$ cat src/hdl/bmq_pkg.sv
// Shared constants, codes and control types of the budgeted message queue.
`timescale 1ns / 1ps
package bmq_pkg;

    localparam int QUEUE_DEPTH = 32;
    localparam int SIZE_BITS   = 16;

    localparam int PTR_W   = $clog2(QUEUE_DEPTH);
    localparam int CNT_W   = $clog2(QUEUE_DEPTH + 1);
    localparam int STORE_W = (SIZE_BITS < 16) ? SIZE_BITS : 16;
    localparam int TOTAL_W = (SIZE_BITS + PTR_W + 1 > 22) ? SIZE_BITS + PTR_W + 1 : 22;
    localparam int CMP_W   = ((CNT_W > 6) ? CNT_W : 6) + 1;

    localparam int TDATA_W = 80;
    localparam logic [20:0] TOTAL_MAX = 21'h1F_FFFF;

    localparam logic [5:0]  RST_MAX_COUNT = 6'd32;
    localparam logic [20:0] RST_MAX_SIZE  = 21'd65536;

    localparam logic [1:0] OP_ADD  = 2'd0;
    localparam logic [1:0] OP_PRIO = 2'd1;
    localparam logic [1:0] OP_GET  = 2'd2;
    localparam logic [1:0] OP_NONE = 2'd3;

    localparam logic [1:0] ST_ADDED     = 2'd0;
    localparam logic [1:0] ST_REFUSED   = 2'd1;
    localparam logic [1:0] ST_EMPTY     = 2'd2;
    localparam logic [1:0] ST_DELIVERED = 2'd3;

    localparam logic [1:0] CFG_MAX_COUNT = 2'd0;
    localparam logic [1:0] CFG_MAX_SIZE  = 2'd1;

    typedef struct packed {
        logic latch;
        logic add_exec;
        logic emit_empty;
        logic rd_head;
        logic load;
        logic first;
        logic look;
        logic emit_cur;
    } cmd_t;

    typedef struct packed {
        logic [1:0] op;
        logic       empty;
        logic       single;
        logic       take;
        logic       out_free;
    } stat_t;

endpackage

$ cat src/hdl/budgeted_message_queue.sv
// Top level of the budgeted message queue: controller and datapath.
// An add is decoded after acceptance and, once the output register is free, writes its result word there.
// A get is decoded, then each delivered word passes S_LOAD, S_LOOK and S_EMIT (S_LOOK is skipped for
// the final word when it empties the queue), paced by the single read port of the store.
// One input word is in work at a time; the next is accepted once results are queued.
// Reset (rst_n, asynchronous, active low) empties the queue and restores the limits.
`timescale 1ns / 1ps
module budgeted_message_queue (
    input  logic                         clk,
    input  logic                         rst_n,
    input  logic                         cfg_we,
    input  logic [1:0]                   cfg_index,
    input  logic [20:0]                  cfg_data,
    input  logic                         s_axis_tvalid,
    output logic                         s_axis_tready,
    // msg_tag[31:0], msg_size[47:32], batch_max_count[53:48], batch_max_size[74:54]
    input  logic [bmq_pkg::TDATA_W-1:0]  s_axis_tdata,
    // operation[1:0]
    input  logic [1:0]                   s_axis_tuser,
    output logic                         m_axis_tvalid,
    input  logic                         m_axis_tready,
    // out_tag[31:0], out_size[47:32], queued_count[53:48], queued_size[74:54]
    output logic [bmq_pkg::TDATA_W-1:0]  m_axis_tdata,
    // status[1:0]
    output logic [1:0]                   m_axis_tuser,
    output logic                         m_axis_tlast
);
    import bmq_pkg::*;

    cmd_t  cmd;
    stat_t stat;

    bmq_ctrl u_ctrl (
        .clk           (clk),
        .rst_n         (rst_n),
        .s_axis_tvalid (s_axis_tvalid),
        .s_axis_tready (s_axis_tready),
        .stat          (stat),
        .cmd           (cmd)
    );

    bmq_dp u_dp (
        .clk           (clk),
        .rst_n         (rst_n),
        .cfg_we        (cfg_we),
        .cfg_index     (cfg_index),
        .cfg_data      (cfg_data),
        .s_axis_tdata  (s_axis_tdata),
        .s_axis_tuser  (s_axis_tuser),
        .cmd           (cmd),
        .stat          (stat),
        .m_axis_tready (m_axis_tready),
        .m_axis_tvalid (m_axis_tvalid),
        .m_axis_tdata  (m_axis_tdata),
        .m_axis_tuser  (m_axis_tuser),
        .m_axis_tlast  (m_axis_tlast)
    );

endmodule

$ cat src/hdl/bmq_ctrl.sv
// Controller state machine of the budgeted message queue.
`timescale 1ns / 1ps
module bmq_ctrl (
    input  logic           clk,
    input  logic           rst_n,
    input  logic           s_axis_tvalid,
    output logic           s_axis_tready,
    input  bmq_pkg::stat_t stat,
    output bmq_pkg::cmd_t  cmd
);
    import bmq_pkg::*;

    typedef enum logic [2:0] {
        S_IDLE,
        S_DECODE,
        S_LOAD,
        S_LOOK,
        S_EMIT
    } state_t;

    state_t state_reg, state_next;
    logic   first_reg, first_next;

    always_comb
    begin
        cmd        = '0;
        state_next = state_reg;
        first_next = first_reg;
        unique case (state_reg)
            S_IDLE:
            begin
                if (s_axis_tvalid)
                begin
                    cmd.latch  = 1'b1;
                    state_next = S_DECODE;
                end
            end
            S_DECODE:
            begin
                priority if (stat.op == OP_ADD || stat.op == OP_PRIO)
                begin
                    if (stat.out_free)
                    begin
                        cmd.add_exec = 1'b1;
                        state_next   = S_IDLE;
                    end
                end
                else if (stat.op == OP_GET)
                begin
                    priority if (stat.empty)
                    begin
                        if (stat.out_free)
                        begin
                            cmd.emit_empty = 1'b1;
                            state_next     = S_IDLE;
                        end
                    end
                    else
                    begin
                        cmd.rd_head = 1'b1;
                        first_next  = 1'b1;
                        state_next  = S_LOAD;
                    end
                end
                else
                begin
                    state_next = S_IDLE;
                end
            end
            S_LOAD:
            begin
                cmd.load   = 1'b1;
                cmd.first  = first_reg;
                first_next = 1'b0;
                state_next = stat.single ? S_EMIT : S_LOOK;
            end
            S_LOOK:
            begin
                cmd.look   = 1'b1;
                state_next = S_EMIT;
            end
            S_EMIT:
            begin
                if (stat.out_free)
                begin
                    cmd.emit_cur = 1'b1;
                    state_next   = stat.take ? S_LOAD : S_IDLE;
                end
            end
            default:
            begin
                state_next = S_IDLE;
            end
        endcase
    end

    always_ff @(posedge clk or negedge rst_n)
    begin
        if (!rst_n)
        begin
            state_reg <= S_IDLE;
            first_reg <= 1'b0;
        end
        else
        begin
            state_reg <= state_next;
            first_reg <= first_next;
        end
    end

    assign s_axis_tready = (state_reg == S_IDLE);

endmodule

$ cat src/hdl/bmq_dp.sv
// Datapath of the budgeted message queue: descriptor store, counters, output register.
`timescale 1ns / 1ps
module bmq_dp (
    input  logic                         clk,
    input  logic                         rst_n,
    input  logic                         cfg_we,
    input  logic [1:0]                   cfg_index,
    input  logic [20:0]                  cfg_data,
    input  logic [bmq_pkg::TDATA_W-1:0]  s_axis_tdata,
    input  logic [1:0]                   s_axis_tuser,
    input  bmq_pkg::cmd_t                cmd,
    output bmq_pkg::stat_t               stat,
    input  logic                         m_axis_tready,
    output logic                         m_axis_tvalid,
    output logic [bmq_pkg::TDATA_W-1:0]  m_axis_tdata,
    output logic [1:0]                   m_axis_tuser,
    output logic                         m_axis_tlast
);
    import bmq_pkg::*;

    localparam logic [PTR_W-1:0] PTR_LAST = PTR_W'(QUEUE_DEPTH - 1);
    localparam logic [PTR_W+1:0] SUM_WRAP = (PTR_W + 2)'(QUEUE_DEPTH);
    localparam logic [CNT_W-1:0] CNT_FULL = CNT_W'(QUEUE_DEPTH);

    logic [31:0]        tag_mem [QUEUE_DEPTH];
    logic [STORE_W-1:0] size_mem [QUEUE_DEPTH];

    logic [1:0]         op_reg;
    logic [31:0]        tag_in_reg;
    logic [STORE_W-1:0] size_in_reg;
    logic [5:0]         bcount_reg;
    logic [20:0]        bsize_reg;
    logic [5:0]         max_count_reg;
    logic [20:0]        max_size_reg;

    logic [PTR_W-1:0]   head_reg, head_next;
    logic [CNT_W-1:0]   count_reg, count_next;
    logic [TOTAL_W-1:0] total_reg, total_next;
    logic [CNT_W-1:0]   n_reg;
    logic [TOTAL_W-1:0] taken_reg;
    logic [31:0]        cur_tag_reg;
    logic [STORE_W-1:0] cur_size_reg;
    logic               take_reg;
    logic [31:0]        rd_tag_reg;
    logic [STORE_W-1:0] rd_size_reg;

    logic               out_valid_reg;
    logic [1:0]         out_status_reg;
    logic [31:0]        out_tag_reg;
    logic [15:0]        out_size_reg;
    logic               out_last_reg;
    logic [5:0]         out_count_reg;
    logic [20:0]        out_total_reg;

    logic [PTR_W-1:0]   head_inc, head_dec, tail_slot, wr_slot, rd_addr;
    logic [PTR_W+1:0]   tail_sum;
    logic               add_ok, wr_en, rd_en, out_free, emit;
    logic [TOTAL_W-1:0] add_total, look_total;
    logic [CMP_W-1:0]   look_count;
    logic [1:0]         emit_status;

    always_comb
    begin
        head_inc = (head_reg == PTR_LAST) ? '0 : head_reg + 1'b1;
        head_dec = (head_reg == '0) ? PTR_LAST : head_reg - 1'b1;
        tail_sum = (PTR_W + 2)'(head_reg) + (PTR_W + 2)'(count_reg);
        if (tail_sum >= SUM_WRAP)
        begin
            tail_sum = tail_sum - SUM_WRAP;
        end
        tail_slot = tail_sum[PTR_W-1:0];
        wr_slot   = (op_reg == OP_PRIO) ? head_dec : tail_slot;

        add_total = total_reg + TOTAL_W'(size_in_reg);
        add_ok    = (count_reg < CNT_FULL)
                    && (op_reg == OP_PRIO || count_reg == '0
                        || (CMP_W'(count_reg) < CMP_W'(max_count_reg)
                            && add_total <= TOTAL_W'(max_size_reg)));
        wr_en     = cmd.add_exec && add_ok;

        rd_en   = cmd.rd_head || cmd.load;
        rd_addr = cmd.load ? head_inc : head_reg;

        look_count = CMP_W'(n_reg) + 1'b1;
        look_total = taken_reg + TOTAL_W'(rd_size_reg);

        head_next  = head_reg;
        count_next = count_reg;
        total_next = total_reg;
        if (wr_en)
        begin
            if (op_reg == OP_PRIO)
            begin
                head_next = head_dec;
            end
            count_next = count_reg + 1'b1;
            total_next = add_total;
        end
        else if (cmd.load)
        begin
            head_next  = head_inc;
            count_next = count_reg - 1'b1;
            total_next = total_reg - TOTAL_W'(rd_size_reg);
        end

        out_free = !out_valid_reg || m_axis_tready;
        emit     = cmd.add_exec || cmd.emit_empty || cmd.emit_cur;
        priority if (cmd.emit_cur)
        begin
            emit_status = ST_DELIVERED;
        end
        else if (cmd.emit_empty)
        begin
            emit_status = ST_EMPTY;
        end
        else if (add_ok)
        begin
            emit_status = ST_ADDED;
        end
        else
        begin
            emit_status = ST_REFUSED;
        end
    end

    always_ff @(posedge clk)
    begin
        if (wr_en)
        begin
            tag_mem[wr_slot]  <= tag_in_reg;
            size_mem[wr_slot] <= size_in_reg;
        end
        if (rd_en)
        begin
            rd_tag_reg  <= tag_mem[rd_addr];
            rd_size_reg <= size_mem[rd_addr];
        end
    end

    always_ff @(posedge clk)
    begin
        if (cmd.latch)
        begin
            op_reg      <= s_axis_tuser;
            tag_in_reg  <= s_axis_tdata[31:0];
            size_in_reg <= STORE_W'(s_axis_tdata[47:32]);
            bcount_reg  <= s_axis_tdata[53:48];
            bsize_reg   <= s_axis_tdata[74:54];
        end
        if (cmd.load)
        begin
            cur_tag_reg  <= rd_tag_reg;
            cur_size_reg <= rd_size_reg;
            n_reg        <= cmd.first ? CNT_W'(1) : n_reg + 1'b1;
            taken_reg    <= (cmd.first ? '0 : taken_reg) + TOTAL_W'(rd_size_reg);
        end
        if (emit)
        begin
            out_status_reg <= emit_status;
            out_tag_reg    <= cmd.emit_cur ? cur_tag_reg : '0;
            out_size_reg   <= cmd.emit_cur ? 16'(cur_size_reg) : '0;
            out_last_reg   <= cmd.emit_cur ? !take_reg : 1'b1;
            out_count_reg  <= 6'(count_next);
            out_total_reg  <= (total_next > TOTAL_W'(TOTAL_MAX)) ? TOTAL_MAX
                              : 21'(total_next);
        end
    end

    always_ff @(posedge clk or negedge rst_n)
    begin
        if (!rst_n)
        begin
            max_count_reg <= RST_MAX_COUNT;
            max_size_reg  <= RST_MAX_SIZE;
            head_reg      <= '0;
            count_reg     <= '0;
            total_reg     <= '0;
            take_reg      <= 1'b0;
            out_valid_reg <= 1'b0;
        end
        else
        begin
            if (cfg_we && cfg_index == CFG_MAX_COUNT)
            begin
                max_count_reg <= cfg_data[5:0];
            end
            if (cfg_we && cfg_index == CFG_MAX_SIZE)
            begin
                max_size_reg <= cfg_data;
            end
            head_reg  <= head_next;
            count_reg <= count_next;
            total_reg <= total_next;
            if (cmd.load)
            begin
                take_reg <= 1'b0;
            end
            else if (cmd.look)
            begin
                take_reg <= (look_count <= CMP_W'(bcount_reg))
                            && (look_total <= TOTAL_W'(bsize_reg));
            end
            if (emit)
            begin
                out_valid_reg <= 1'b1;
            end
            else if (m_axis_tready)
            begin
                out_valid_reg <= 1'b0;
            end
        end
    end

    assign stat.op       = op_reg;
    assign stat.empty    = (count_reg == '0);
    assign stat.single   = (count_reg == CNT_W'(1));
    assign stat.take     = take_reg;
    assign stat.out_free = out_free;

    assign m_axis_tvalid = out_valid_reg;
    assign m_axis_tuser  = out_status_reg;
    assign m_axis_tlast  = out_last_reg;
    assign m_axis_tdata  = {5'b0, out_total_reg, out_count_reg, out_size_reg, out_tag_reg};

endmodule

$ cat config.mk
export PLATFORM = sky130hd
export DESIGN_NAME = budgeted_message_queue
export DESIGN_NICKNAME = d
export VERILOG_FILES = /design/src/hdl/bmq_pkg.sv /design/src/hdl/budgeted_message_queue.sv /design/src/hdl/bmq_ctrl.sv /design/src/hdl/bmq_dp.sv
export SDC_FILE = /design/constraint.sdc
export NUM_CORES = 2
export LEC_CHECK = 0
export ABC_AREA = 1
export BUFFER_PORTS_ARGS = -buffer_cell sky130_fd_sc_hd__buf_2
export CORE_MARGIN = 2
export CORE_UTILIZATION = 42
export DETAILED_ROUTE_END_ITERATION = 7
export PLACE_DENSITY_LB_ADDON = 0.25
export SETUP_SLACK_MARGIN = 0.05
export SLEW_MARGIN = 20
export SYNTH_ARGS = -nofsm -noshare
export SYNTH_HDL_FRONTEND = slang
export SYNTH_SLANG_ARGS = --single-unit
$ cat constraint.sdc
create_clock -name clk -period 6.9 [get_ports clk]
set_clock_uncertainty 0.1 [all_clocks]
set_input_delay 1.38 -clock clk [delete_from_list [all_inputs] [get_ports clk]]
set_output_delay 1.38 -clock clk [all_outputs]
set_load 0.05 [all_outputs]
== Word level (Yosys, flattened, before mapping) ==
Memories as Yosys holds them, arrays and structs flattened. A register that Yosys moved wholly into a read port is not among the register bits.
Cells that the tools add are included.

* Memories: 2
* Output and inout port bits: 85
* Input bits: 110
* Bits in registers: 297
* Word-level logic and storage cells: 132
* Latch bits: 0
* Bits in read-only memories: 0
* RAM bits: 1536

* $lt $le $gt $ge: 7
* Add/sub/neg operators: 12
* Bitwise logic cells: 0
* Multipliers: 0
* Div/mod/pow operators: 0
* Mux-type cells: 45
* Equality and inequality tests: 15
* Shift-type cells: 0
* Reduce and logical (&&, ||, !) cells: 26

{| class="wikitable"
|+ Memory list
! name !! depth !! width !! read ports !! clocked after Yosys merged registers in !! wr ports !! RTL line !! text
|-
| u_dp.tag_mem || 32 || 32 || 1 || 1 || 1 || bmq_dp.sv:25 || <nowiki>logic [31:0] tag_mem [QUEUE_DEPTH];</nowiki>
|-
| u_dp.size_mem || 32 || 16 || 1 || 1 || 1 || bmq_dp.sv:26 || <nowiki>logic [STORE_W-1:0] size_mem [QUEUE_DEPTH];</nowiki>
|}

{| class="wikitable"
|+ Operators with widths
! kind !! number
|-
| 22-bit by 16-bit adder with 22-bit output || 3
|-
| 22-bit 2-to-1 mux || 3
|-
| 22-bit by 21-bit <= comparator with 1-bit output || 2
|-
| 5-bit 2-to-1 mux || 7
|-
| 3-bit 2-to-1 mux || 8
|-
| 22-bit by 21-bit > comparator with 1-bit output, second input constant || 1
|-
| 22-bit by 16-bit subtractor with 22-bit output || 1
|-
| 1-bit 2-to-1 mux || 19
|-
| 3-bit case mux with 5 select lines || 1
|-
| 6-bit by 1-bit adder with 6-bit output, second input constant || 2
|-
| 6-bit 2-to-1 mux || 2
|-
| 5-bit by 1-bit subtractor with 5-bit output, second input constant || 2
|-
| 2-bit 2-to-1 mux || 4
|-
| 2-bit inequality test, second input constant || 4
|-
| 5-bit by 6-bit adder with 7-bit output || 1
|-
| 6-bit by 1-bit adder with 7-bit output, second input constant || 1
|-
| 7-bit by 6-bit greater-or-equal comparator with 1-bit output, second input constant || 1
|-
| 7-bit by 6-bit <= comparator with 1-bit output || 1
|-
| 1-bit logical OR || 7
|-
| 3-bit by 2-bit == test with 1-bit output, second input constant || 2
|-
| 6-bit by 1-bit == test with 1-bit output, second input constant || 1
|-
| 1-bit logical AND || 6
|-
| 6-bit logical NOT || 1
|-
| 6-bit < comparator || 1
|-
| 18 further kinds || 24
|}

== Depth between registers and ports, before layout ==
* Word-level depth: 10
* Depth in mapped cells: 32
* Gate-level depth less buffers: 30

== Modules after synthesis ==
A second synthesis with hierarchy kept.

* Cells, all modules: 6016
* Area, all modules: 77301.6 µm²

{| class="wikitable"
|+ By module, submodules not included
! module !! cells an instance !! instances !! area each (µm²)
|-
| bmq_dp || 5970 || 1 || 76988.8
|-
| bmq_ctrl || 46 || 1 || 312.8
|}

== Least setup slack after synthesis ==
No wires, ideal clock.

* Path kind: flip-flop to flip-flop
* From: register u_dp.size_in_reg[0]
* To: memory u_dp.size_mem[0][0] (netlist name) (enable)
* Stages on the path, launching flop included: 26
* Setup slack: 0.412 ns
* Data required time: 6.346 ns
* Arrival time: 5.934 ns
* Cells stage by stage: edfxtp_1 ha_1 inv_1 fa_1 o21ai_0 nand3_1 o21bai_1 nand3_1 nand2_1 xor2_1 inv_1 ha_1 nand2_1 o21ai_0 a21boi_0 nand2_1 nand2_1 nand2_1 nand2_1 nand2_1 nand2_4 nand3_2 buf_6 inv_4 nand3_2 nor2_1

* Cells in the longest elaborated chain, start to end: 8

{| class="wikitable"
|+ RTL lines
! what !! RTL line !! text
|-
| from (decl) || bmq_dp.sv:30 || <nowiki>logic [STORE_W-1:0] size_in_reg;</nowiki>
|-
| from (signal assigned) || bmq_dp.sv:146 || <nowiki>size_in_reg <= STORE_W'(s_axis_tdata[47:32]);</nowiki>
|-
| 22-bit by 16-bit adder with 22-bit output || bmq_dp.sv:74 || <nowiki>add_total = total_reg + TOTAL_W'(size_in_reg);</nowiki>
|-
| 22-bit by 21-bit <= comparator with 1-bit output || bmq_dp.sv:78 || <nowiki>&& add_total <= TOTAL_W'(max_size_reg)));</nowiki>
|-
| 1-bit logical AND || bmq_dp.sv:78 ||
|-
| 1-bit logical OR || bmq_dp.sv:77 || <nowiki>|| (CMP_W'(count_reg) < CMP_W'(max_count_reg)</nowiki>
|-
| 1-bit logical AND || bmq_dp.sv:76 || <nowiki>&& (op_reg == OP_PRIO || count_reg == '0</nowiki>
|-
| 1-bit logical AND || bmq_dp.sv:79 || <nowiki>wr_en = cmd.add_exec && add_ok;</nowiki>
|-
| 1-bit 2-to-1 mux || bmq_dp.sv:128 || <nowiki>if (wr_en)</nowiki>
|-
| 1-bit 2-to-1 mux (not written as such) || bmq_dp.sv:131 || <nowiki>size_mem[wr_slot] <= size_in_reg;</nowiki>
|-
| to (decl) || bmq_dp.sv:26 ||
|}

No other way between the ends.

== Worst setup path in the final report ==
* From: register u_dp.total_reg[0]
* To: memory u_dp.size_mem[9][13] (netlist name) (enable)

* Cells in the longest elaborated chain, start to end: 8

{| class="wikitable"
|+ RTL lines
! what !! RTL line !! text
|-
| from (decl) || bmq_dp.sv:38 || <nowiki>logic [TOTAL_W-1:0] total_reg, total_next;</nowiki>
|-
| from (signal assigned) || bmq_dp.sv:193 || <nowiki>total_reg <= total_next;</nowiki>
|-
| 22-bit by 16-bit adder with 22-bit output || bmq_dp.sv:74 ||
|-
| 22-bit by 21-bit <= comparator with 1-bit output || bmq_dp.sv:78 ||
|-
| 1-bit logical AND || bmq_dp.sv:78 ||
|-
| 1-bit logical OR || bmq_dp.sv:77 ||
|-
| 1-bit logical AND || bmq_dp.sv:76 ||
|-
| 1-bit logical AND || bmq_dp.sv:79 ||
|-
| 1-bit 2-to-1 mux || bmq_dp.sv:128 ||
|-
| 1-bit 2-to-1 mux (not written as such) || bmq_dp.sv:131 ||
|}

No other way between the ends.

==> results_dict.tcl <==
set metrics [dict create \
    clockRootBuffer "clkbuf_16" \
    fin_crit_sh_pct 83.4 \
    antenna_found_initial 12 \
    power.leakage_uw 0.0300 \
    grt_first_pass_wirelength_um 312000 \
    rows 157 \
    clkSinkCount 1881 \
    layout-drive-gt1-share_pct 10.6 \
    drv_cap 0 \
    synth.most_common_cell "edfxtp_1" \
    min_path_type "flip-flop to flip-flop" \
    netlist.area_leader.share_pct 70.6 \
    async_reset_ff_share_pct 3.51 \
    finalSetupTns_ns 0 \
    core_mm2 0.183 \
    syn_area_per_cell_um2 13.0 \
    reg2regPathDepth 25 \
    synthTopCellsByArea "edfxtp_1 (71%), o21ai_0 (5.2%), nor2_1 (4.7%)" \
    wl_um 213000 \
    synth-compound-area-share_pct 11.5 \
    worstPathArrival_ns 6.14 \
    synthCells 5924 \
    wl_per_cell_um 24.4 \
    ir_drop_mv 0.635 \
    final_util_pct 48.1 \
    rsz0062_at_grt "no" \
    ys_top_cells_by_count "edfxtp_1 (1815), nor2_1 (960), o21ai_0 (805), nand2_1 (407), o221ai_1 (385)" \
    crit_path_frequent_cell "nand2_1" \
    nFillCells 15900 \
    top_regs "u_dp.tag_mem x1024, u_dp.size_mem x512" \
    cp_max_fo 22 \
    crit_type "flip-flop to flip-flop" \
    drc_errors 0 \
    drtAntennaViolNets 0 \
    top_register "u_dp.tag_mem" \
    yosys.area_share.adder_pct 2.20 \
    die_w_um 433 \
    min_period_ns 5.76 \
    synth_top_family_by_area "compound AO/OA/AOI/OAI gates" \
    grt_max_degree 198 \
    first_iter_violations 5576 \
    viasPerCell 5.65 \
    drt_pre_antenna_iters 6 \
    clockBufferDepth 3 \
    status "completed" \
    synthesis.area_mm2 0.0772 \
    crit_end "u_dp.size_mem[9][13]" \
    synth.ff_latch_count 1881 \
    layout.nets 6333 \
    htree_num_levels 4 \
    maxSlewHeadroom_pct 26.0 \
    clk_pin_slew_worst_paths_ns 0.06 \
    p_per_area_mw_per_mm2 483 \
    slowest_delay_ns 0.67 \
    max_freq_mhz 174 \
    ctsResizeCount 0 \
    gp_congestion 0.839 \
    slowest_stage "nor2_4" \
    synth-edff-count 1815 \
    grt_pass1_vias 47400 \
    initial_core_util_pct 42.2 \
    synthDistinctLibCells 51 \
    io_buffer_count 184 \
    tightest_slew_ns 1.11 \
    yosysWarnings 0 \
    synth_seq_area_share_pct 72.7 \
    endpoint_kind "flip-flop" \
    syn_to_final_growth_pct 13.8 \
    hold_violations 0 \
    detailed_place_hpwl_um 116000 \
    cts_tree "built" \
    die_h_um 433 \
    via_count 49200 \
    io_pins 195 \
    yosys.area.top_type "edfxtp_1" \
    ctsHoldBuffers 0 \
    grt-ovfl-total 0 \
    synth-simple-area-share_pct 9.13 \
    post_cts_buffers 0 \
    worstPathRequired_ns 7.28 \
    cp-startpoint "u_dp.total_reg[0]" \
    synthMuxAreaShare_pct 0.0259 \
    finalSetupViolCount 0 \
    track_usage_pct 22.3 \
    yosys.area_share.xor_xnor_pct 0.851 \
    r2r-end "u_dp.size_mem[9][13]" \
    cts_inserted_buffers 193 \
    reg2reg_from "u_dp.total_reg[0]" \
    largest_reg_flops 1024 \
    synth-main-ff-cell "edfxtp_1" \
    clkLatencyLatePin_ns 0.85 \
    die_area_mm2 0.187 \
    drv_slew 0 \
    worstSetupStartpointType "flip-flop" \
    reg2reg_slack_ns 1.14 \
]
==> placed cells by master, fill, tap and decap left out, drive strengths merged, types with 6 or more instances in the layout <==
cell type     n
inv         322
dfrtp        64
o21ai       858
a31oi         6
bufinv       16
a21oi       100
xor2         52
clkbuf      247
nand2       408
buf         328
nand4        37
o221ai      385
o21a         50
clkinv       69
nor3         17
nand3       292
nor2        962
edfxtp     1815
o21bai        7
ha          128
a21o          8
clkinvlp     11
xnor2        23
diode         6
==> per-layer routing <==
layer  up-vias  track usage (%)  part of all wire [%]
met3       280             3.14                   6.4
met2      1842             37.1                    48
met1     24800             30.6                    43
li1      22300                -                     -
met4         0             6.55                   2.6
met5         -                0                     0
==> report_power, final <==
group | switching [uW] | internal (uW)
Clock | 4470 | 5840
Combinational | 12100 | 4730
Sequential | 809 | 14400
==> final cells by class <==
| type | count | area, um^2 | area share [%] |
|---|---|---|---|
| repair buffers | 328 | 2560 | 2.92 |
| flip-flops and latches | 1881 | 56200 | 63.9 |
| well taps | 2464 | 3080 | 3.51 |
| inverters | 313 | 1200 | 1.37 |
| diodes | 6 | 15.0 | 0.0171 |
| clock buffers | 247 | 5070 | 5.77 |
| clock inverters | 105 | 1190 | 1.36 |
| multi-input cells | 3373 | 18600 | 21.2 |
==> cells by family (layout without fill, tap and decap cells) <==
kind of cell / after synthesis / after routing
AOI/OAI and AO/OA: 1433 / 1433
xor gates and xnor gates: 75 / 75
adders and majority gates: 133 / 133
buffers and inverters: 674 / 993
DFF: 1881 / 1881
muxes: 2 / 2
other: 1 / 11
and+or+nand+nor: 1725 / 1725
==> worst max-delay path: cells and delay by family, from the launching register on <==
| family | cells | cell delay [ns] |
|---|---|---|
| AO/OA/AOI/OAI | 4 | 0.91 |
| XOR/XNOR | 1 | 0.21 |
| adder cells (fa/ha/maj) | 3 | 0.91 |
| buffers and inverters | 4 | 0.61 |
| flip-flops | 1 | 0.37 |
| AND/OR/NAND/NOR | 13 | 2.26 |
==> worst min path at each step <==
stage | end | from | slack (ns) | cells past startpoint
floorplan | u_dp.cur_tag_reg[0] | u_dp.rd_tag_reg[0] | 0.30 | 0
global placement | u_dp.cur_tag_reg[29] | u_dp.rd_tag_reg[29] | 0.30 | 0
finish | u_dp.cur_tag_reg[29] | u_dp.rd_tag_reg[29] | 0.32 | 0
CTS | u_dp.cur_tag_reg[29] | u_dp.rd_tag_reg[29] | 0.32 | 0
detailed placement | u_dp.cur_tag_reg[29] | u_dp.rd_tag_reg[29] | 0.31 | 0
global route | u_dp.cur_tag_reg[20] | u_dp.rd_tag_reg[20] | 0.34 | 0
==> metrics by stage <==
| step | hold slack (ns) | power, uW | cell area (um^2) | setup WS, ns | std cells |
|---|---|---|---|---|---|
| 2_1_floorplan | 0.300 | 26500 | 77200 | 0.412 | 5928 |
| 3_3_place_gp | 0.303 | 32000 | 81300 | 1.16 | 8341 |
| 4_1_cts | 0.321 | 42500 | 87600 | 1.18 | 8694 |
| 6_report | 0.319 | 42400 | 87900 | 1.14 | 8717 |
| 5_1_grt | 0.337 | 44900 | 87900 | 0.590 | 8714 |
| 3_5_place_dp | 0.306 | 32200 | 81300 | 1.24 | 8342 |
(Power assumes the default switching activity.)
